## src/hw/rtl/positional_sequential_list_defines.svh

```systemverilog
// Assertion macros used by the list RTL.
`ifndef POSITIONAL_SEQUENTIAL_LIST_DEFINES_SVH
`define POSITIONAL_SEQUENTIAL_LIST_DEFINES_SVH

// Same-cycle implication.
`define PSL_ASSERT_NOW(lbl, clk, rst_n, ante, cons) \
  lbl: assert property (@(posedge clk) disable iff (!rst_n) (ante) |-> (cons)) \
    else $error("list check failed");

// Next-cycle implication.
`define PSL_ASSERT_NEXT(lbl, clk, rst_n, ante, cons) \
  lbl: assert property (@(posedge clk) disable iff (!rst_n) (ante) |=> (cons)) \
    else $error("list check failed");

`endif

```

## src/hw/rtl/psl_pkg.sv

```systemverilog
package psl_pkg;

  localparam int PosW  = 8;
  localparam int OutW  = 32;
  localparam int CntW  = 8;
  localparam int StatW = 2;

  typedef enum logic [1:0] {
    CMD_READ   = 2'd0,
    CMD_INSERT = 2'd1,
    CMD_ERASE  = 2'd2,
    CMD_CLEAR  = 2'd3
  } cmd_e;

  localparam logic [StatW-1:0] ST_OK    = 2'd0;
  localparam logic [StatW-1:0] ST_RANGE = 2'd1;
  localparam logic [StatW-1:0] ST_FULL  = 2'd2;

  typedef enum logic [1:0] {
    CELL_HOLD,
    CELL_INS,
    CELL_DEL
  } cell_op_e;

  // Broadcast to every cell; slot is the 0-based position.
  typedef struct packed {
    cell_op_e          op;
    logic [PosW-1:0]   slot;
  } cell_ctrl_t;

endpackage

```

## src/hw/rtl/psl_cell.sv

```systemverilog
module psl_cell #(
  parameter int DATA_WIDTH = 32,
  parameter int IDX_W      = 8,
  parameter int INDEX      = 0
) (
  input  logic                   clk_i,
  input  psl_pkg::cell_ctrl_t    ctrl_i,
  input  logic [DATA_WIDTH-1:0]  value_i,
  input  logic [DATA_WIDTH-1:0]  left_i,
  input  logic [DATA_WIDTH-1:0]  right_i,
  output logic [DATA_WIDTH-1:0]  data_o,
  output logic [DATA_WIDTH-1:0]  tap_o
);
  import psl_pkg::*;

  logic [DATA_WIDTH-1:0] data_q, data_d;
  logic [IDX_W-1:0]      slot;
  logic                  hit, above;

  assign slot  = IDX_W'(ctrl_i.slot);
  assign hit   = (IDX_W'(INDEX) == slot);
  assign above = (IDX_W'(INDEX) > slot);

  always_comb begin
    data_d = data_q;
    case (ctrl_i.op)
      CELL_INS: begin
        if (hit) begin
          data_d = value_i;
        end else if (above) begin
          data_d = left_i;
        end
      end
      CELL_DEL: begin
        if (hit || above) begin
          data_d = right_i;
        end
      end
      default: data_d = data_q;
    endcase
  end

  always_ff @(posedge clk_i) begin
    data_q <= data_d;
  end

  assign data_o = data_q;
  // Only the addressed cell drives the read bus.
  assign tap_o  = hit ? data_q : '0;

endmodule

```

## config.mk

```make
export PLATFORM = sky130hd
export DESIGN_NAME = psl_cell
export DESIGN_NICKNAME = d
export VERILOG_FILES = /design/src/hw/rtl/positional_sequential_list_defines.svh /design/src/hw/rtl/psl_pkg.sv /design/src/hw/rtl/psl_cell.sv
export SDC_FILE = /design/constraint.sdc
export NUM_CORES = 1
export LEC_CHECK = 0
export BUFFER_PORTS_ARGS = -buffer_cell sky130_fd_sc_hd__buf_4
export CAP_MARGIN = 20
export CORE_UTILIZATION = 40
export CTS_BUF_LIST = sky130_fd_sc_hd__clkbuf_16
export DETAILED_ROUTE_END_ITERATION = 8
export PLACE_DENSITY = 0.82
export SLEW_MARGIN = 20
export SYNTH_ARGS = -nofsm -noshare
export SYNTH_HDL_FRONTEND = slang
export SYNTH_SLANG_ARGS = --single-unit
```

## constraint.sdc

```tcl
create_clock -name clk_i -period 4.3 [get_ports clk_i]
set_input_delay 0.86 -clock clk_i [delete_from_list [all_inputs] [get_ports clk_i]]
set_output_delay 0.86 -clock clk_i [all_outputs]
set_load 0.02 [all_outputs]
```

# [Yosys cells after proc, flatten, opt, wreduce, memory -nomap -nowiden]
# Index checks and enable logic that the tools add are counted.
[totals] latchBits=0 out_inout_bits=64 ramBits=0 n_memories=0 reg_bits=32 inputBits=107 mem_bits_ro=0 word_cells=15
[classes] n_addsub=0 mux=5 magnitude_cmp=1 n_div=0 n_shift=0 n_eq_ne=4 n_reduce_logical=4 n_bitwise=0 mul=0
[ops] op="$mux W32" n=4
[ops] op="$pmux W32 S2" n=1
[ops] op="$gt A1 B8 Y1 const A" n=1
[ops] op="$logic_not A8 Y1" n=1
[ops] op="$ne A3 B3 Y1 const B" n=1
[ops] op="$reduce_and A3 Y1" n=1
[ops] op="$eq A2 B1 Y1 const B" n=1
[ops] op="$eq A2 B2 Y1 const B" n=1
[ops] op="$ne A2 B2 Y1 const B" n=1
[ops] op="$reduce_bool A2 Y1" n=1
[ops] op="$logic_or A1 B1 Y1" n=1

# [Longest topological paths before layout]
# Gate-level depths: netlist of run 1.
[logic_depth] ltp_word=4 ltp_mapped=6 ltp_nobuf=5

# [Worst setup path before layout of run 1]
# OpenSTA, ideal clock, no wires.
[synth_timing] kind="in2reg" start="input port ctrl_i[3] (netlist bit)" end="register data_q[0], in the netlist data_o[0], enable pin" stages=4 arrival_time_ns=2.858 setup_time_ns=0.421 path_buffers=1 required_ns=3.879 path_slack_ns=1.021 cell_sequence="nor4_2 clkbuf_1 a21oi_1 nor2_1"
[synth_via] elab_chain_len=4 word_cells_on_any_way=6 cone_classes="order compare: 1; eq/ne: 2; reduce/logical: 3"
[synth_lines] item="start, declared" line="psl_cell.sv:7" text="input psl_pkg::cell_ctrl_t ctrl_i,"
[synth_lines] item="$gt A1 B8 Y1 or $logic_not A8 Y1 (tied branches)" line="psl_cell.sv:22, psl_cell.sv:21"
[synth_lines] item="$logic_or A1 B1 Y1" line="psl_cell.sv:35" text="if (hit || above) begin"
[synth_lines] item="$ne A2 B2 Y1 (no line)"
[synth_lines] item="$reduce_and A3 Y1 (no line) *"
[synth_lines] item="end signal, assigned" line="psl_cell.sv:44" text="data_q <= data_d;"
[synth_lines] item="end, declared" line="psl_cell.sv:16" text="logic [DATA_WIDTH-1:0] data_q, data_d;"
# Mark *: on every way between the ends. The rest lies on a longest branch, timed or not.
# A chain may end at the register's enable or synchronous reset.

# [Final worst setup path of run 1]
[layout_timing] start="input port ctrl_i[7] (netlist bit)" end="output port tap_o[13]"
[layout_via] elab_chain_len=2
[layout_lines] item="$logic_not A8 Y1" line="psl_cell.sv:21" text="assign hit = (IDX_W'(INDEX) == slot);"
[layout_lines] item="$mux W32" line="psl_cell.sv:49" text="assign tap_o = hit ? data_q : '0;"
[layout_lines] item="end, declared" line="psl_cell.sv:12" text="output logic [DATA_WIDTH-1:0] tap_o"
# No other way between the ends.

==> results of run 1 <==
cells by family (layout without fill, tap and decap cells):
group | count (synthesis) | in the layout | share of synthesized area, %
AO/OA/AOI/OAI | 33 | 33 | 12.9
adder cells (fa/ha/maj) | 2 | 2 | 1.14
buffers and inverters | 61 | 217 | 13.3
flip-flops | 32 | 32 | 43.6
AND/OR/NAND/NOR | 101 | 101 | 29.0
per-stage QoR:
step / hold slack, ns / cell area, µm² / util (%) / instances
floorplan: 1.05 / 2200 / - / 229
global placement: 1.15 / 3470 / 66.8 / 448
detailed placement: 1.15 / 3470 / 66.8 / 448
CTS: 0.872 / 3610 / 69.3 / 455
global route: 0.881 / 3610 / 69.3 / 455
finish: 0.871 / 3610 / 69.3 / 455
where the power goes:
part / switching [W] / leakage (nW) / internal (W) / total [W]
clock network: 0.000121 / 0.0648 / 0.000207 / 0.000327
registers: 0.0000195 / 0.298 / 0.000393 / 0.000412
logic: 0.000123 / 1.39 / 0.000132 / 0.000256
total: 0.000263 / 1.75 / 0.000732 / 0.000995
worst max-delay path, cell delays in order:
cell,delay (ns)
buf_4,0.12
nor4_4,0.60
buf_4,0.38
and3_1,0.20
buf_4,0.14
cell usage in the layout, fill, tap and decap left out, types with 2 or more instances in the layout:
master | Yosys | final
and3_1 | 32 | 32
buf_4 | 10 | 176
clkbuf_16 | 0 | 5
clkinv_1 | 0 | 2
edfxtp_1 | 32 | 32
inv_1 | 34 | 34
nand2_1 | 32 | 32
nand4b_1 | 32 | 32
nor4_4 | 0 | 2
o311ai_0 | 2 | 2
o311ai_1 | 30 | 30
metal layers:
metal / up-vias / wire length (µm) / global-route usage, %
met4: 0 / 135 / 10.4
met3: 10 / 562 / 7.78
met2: 115 / 3680 / 42.6
met5: - / 0 / 0
li1: 1170 / - / -
met1: 1110 / 2590 / 27.6
final cells by class:
cell class	count	area, µm²	area share [%]
Inverter	34	128	3.54
Sequential cell	32	961	26.6
Tap cell	70	87.6	2.43
Timing Repair Buffer	176	1320	36.6
Clock inverter	2	7.51	0.208
Clock buffer	5	125	3.47
Multi-Input combinational cell	136	977	27.1
worst max path at each step:
stage / start / end / slack [ns] / depth (start not counted)
after floorplan: ctrl_i[3] / data_o[0] / 1.02 / 4
after global placement: ctrl_i[7] / tap_o[12] / 1.17 / 5
after detailed placement: ctrl_i[7] / tap_o[13] / 1.14 / 5
after CTS: ctrl_i[7] / tap_o[13] / 1.14 / 5
after global routing: ctrl_i[7] / tap_o[4] / 1.02 / 5
final: ctrl_i[7] / tap_o[13] / 1.13 / 5
==> impl_results.md, run 1 <==
* Seq cells post-synth at 32
* Count leader, synth: inv_1
* Largest net degree at the start of global routing at just under 100
* Post-synth EDFFs at 32
* CTS Buf Count at 5
* DR DRC count at 0
* # rows at 26
* Die ar. at 5810 µm²
* Critical path type: input pin to primary output
* Largest buffer count on any clock path at 2
* RSZ-0062 raised after global routing: false
* Crit end category: primary output
* CTS tree: built
* Yosys warnings at 0
* Chip width at 76.2 µm
* Post-synth ARST share at 0%
* H-tree depth at 2
* Core Area at 5200 µm²
* Worst Hold Launch: right_i[30]
* Wirelength per Cell at 15.3 µm
* Clk Tree Root Cell: clkbuf_16
* Crit Path Max Fanout at 26
* Setup slack after layout at 1.13 ns
* Worst EP arrival at between 2 and 2.5 ns
* Routability cong. at slightly below 0.8
* Nets at 494
* Floorplan die height at ~76 µm
* Slew Limit Fails at 0
* Vias per inst at between 5 and 6
* Startpoint class of the critical path: input pin
* Hold path depth at 3
* Status: complete, no violations
* Synth top area cells: edfxtp_1 (44%), nand4b_1 (13%), o311ai_1 (12%)
* Vias at 2405
* Detailed Route Iter0 Violations at 146
* Fill count at 421
* Yosys cell types at 17
* Leak at 1.75 nW
* Rel. slew slack at between 30% and 40%
* Synth Area per Inst at roughly 9.6 µm²
* VDD IR max at 0.149 mV
* WL final at 6970 µm
* DP Worst Slack at 1.14 ns
* Max Clock Freq at 315 MHz
* Worst EP required at 3.44 ns
* Final hold vios at 0
* Synth cell count leaders: inv_1 (34), and3_1 (32), edfxtp_1 (32), nand2_1 (32), nand4b_1 (32)
* Top cell type's share of synthesized area at 43.6%
* Vias in the first global route at 2355
* Initial Utilization at a little over two fifths
* Hold endpoint: data_o[30]
* Post-synthesis sequential area ratio at 43.6%
* Total GRT Usage at between 20% and 30%
* Post-CTS Setup Bufs at 0
* Layout cells sized above 1 at 48.1%
* Predominant post-synthesis flop cell: edfxtp_1
* PD cells at 276 nW/µm²
* Clock slew at reported path FFs at 0.05 ns
* Post-CTS sizing at 0
* TritonRoute pass-1 iters at 4
* Max reg flops at 32
* Syn_nets at 338
* Hold crit path type: input pin to register
* Mapped Area at 2200 µm²
* Cells after synthesis at between 200 and 250
* Final TNS setup at 0 ns
* Power Total at 0.000995 W
* Worst-margin pin slew at 0.939 ns
* Synth area leader: edfxtp_1
* Maxcap violations at 0
* Period utilisation layout at ~74%
* Area grow syn2layout at 63.7%
* HPWL Detailed at 4910 µm
* Clock Sinks at 32
* First-pass GRT wire length at 11400 µm
* ANT cells at 0
* Period minus WS final at 3.17 ns
* Antenna violations before repair at 0
* Setup violators final at 0
* Hold_buf cts at 0
* I/O Pins at 171
* ANT nets after route at 0
* Total gr overflow at 0
* IO Port Bufs at 170
Note: power is estimated with default switching activity, not from simulation.
==> inputs of run 2 (changes only) <==
==> constraint.sdc (replaced) <==
create_clock -name clk_i -period 3.1 [get_ports clk_i]
set_input_delay 0.62 -clock clk_i [delete_from_list [all_inputs] [get_ports clk_i]]
set_output_delay 0.62 -clock clk_i [all_outputs]
set_load 0.02 [all_outputs]
==> impl_results.md, run 2 (same netlist as run 1, synthesis figures left out) <==
* Status: complete, no violations
* Core Area at 5200 µm²
* Period minus WS final at around 2.5 ns
* Rel. slew slack at 39.2%
* Period utilisation layout at 79.8%
* Vias per inst at 5.29
* Commonest non-fill, non-tap cell in the layout: buf_4
* Clock Sinks at 32
* HPWL Detailed at between 5000 and 6000 µm
* Chip width at roughly 76 µm
* Detailed Route Iter0 Violations at 101
* Fill count at between 400 and 500
* CTS tree: built
* Critical path type: input pin to primary output
* Maxcap violations at 0
* Post-CTS Setup Bufs at 0
* DR DRC count at 0
* Nets at 496
* Antenna violations before repair at 0
* VDD IR max at roughly 0.30 mV
* Max Clock Freq at 404 MHz
* Area grow syn2layout at 65.2%
* Hold crit path type: input pin to register
* ANT cells at 0
* Most frequent cells in the layout: buf_4 (177), inv_1 (34)
* Max reg flops at 32
* Largest net degree at the start of global routing at 52
* Final hold vios at 0
* WL final at approximately 7000 µm
* Clock slew at reported path FFs at 0.05 ns
* First-pass GRT wire length at around 11000 µm
* I/O Pins at 171
* Leak at 1.77 nW
* Floorplan die height at about 76 µm
* Total gr overflow at 0
* Total GRT Usage at 23.3%
* # rows at 26
* Crit end category: primary output
* Post-CTS sizing at 0
* Layout cells sized above 1 at 48.7%
* RSZ-0062 raised after global routing: false
* Worst-margin pin slew at 0.910 ns
* PD cells at a little under 400 nW/µm²
* ANT nets after route at 0
* IO Port Bufs at 170
* Finished Core Util at 70.0%
* Wirelength per Cell at 15.2 µm
* Crit Path Max Fanout at 36
* Largest buffer count on any clock path at 2
* Worst EP required at 2.48 ns
* Slew Limit Fails at 0
* Initial Utilization at 42.3%
* Final TNS setup at 0 ns
* TritonRoute pass-1 iters at 5
* CTS Buf Count at 5
* H-tree depth at 2
* Setup violators final at 0
* Die ar. at 5810 µm²
* Startpoint class of the critical path: input pin
* Clk Tree Root Cell: clkbuf_16
* Routability cong. at 0.799
* Worst EP arrival at 1.85 ns
* Vias at 2422
* Vias in the first global route at 2293
* Hold_buf cts at 0
-- run 2: cell types whose count changed in the layout (fill, tap and decap cells not counted), sizes merged --
cell	change
clkinv	+1
buf	+2
-- run 2: stage by stage --
step	cells	instance area [µm²]	hold WS, ns	setup WS (ns)	total power (W)
finish	458	3640	0.627	0.626	0.00140
global route	458	3640	0.637	0.540	0.00145
CTS	458	3640	0.631	0.637	0.00140
detailed placement	450	3500	0.915	0.615	0.000940
global placement	450	3500	0.905	0.612	0.000931
floorplan	229	2200	0.814	0.0615	0.000730
-- run 2: power breakdown --
group          internal, W  switching (W)
logic             0.000185       0.000170
registers         0.000545      0.0000295
clock network     0.000291       0.000177
total              0.00102       0.000377
-- run 2: path summary, 6_finish.rpt --
kind	start	end	slack, ns	cells after the start
hold / removal	right_i[30]	data_o[30]	0.63	3
setup / recovery	ctrl_i[7]	tap_o[8]	0.63	5
-- run 2: worst max-delay path, cell delays in order --
cell and delay [ns]:
buf_4 0.12, nor4_4 0.36, buf_4 0.39, and3_1 0.22
buf_4 0.14
-- run 2: per-layer routing --
| layer | track usage [%] | vias up | share of wire, % | wire length, µm |
|---|---|---|---|---|
| met5 | 0 | - | 0 | 0 |
| met1 | 25.6 | 1117 | 39 | 2740 |
| met2 | 42.5 | 124 | 51 | 3570 |
| met3 | 6.59 | 10 | 7.6 | 533 |
| li1 | - | 1171 | - | - |
| met4 | 8.08 | 0 | 2.0 | 139 |
-- run 2: layout make-up --
| class | count | area (µm²) | share of cell area [%] |
|---|---|---|---|
| Multi-Input combinational cell | 136 | 977 | 26.8 |
| Inverter | 34 | 128 | 3.51 |
| Clock inverter | 3 | 13.8 | 0.378 |
| Sequential cell | 32 | 961 | 26.4 |
| Tap cell | 70 | 87.6 | 2.41 |
| Timing Repair Buffer | 178 | 1350 | 37.0 |
| Clock buffer | 5 | 125 | 3.44 |
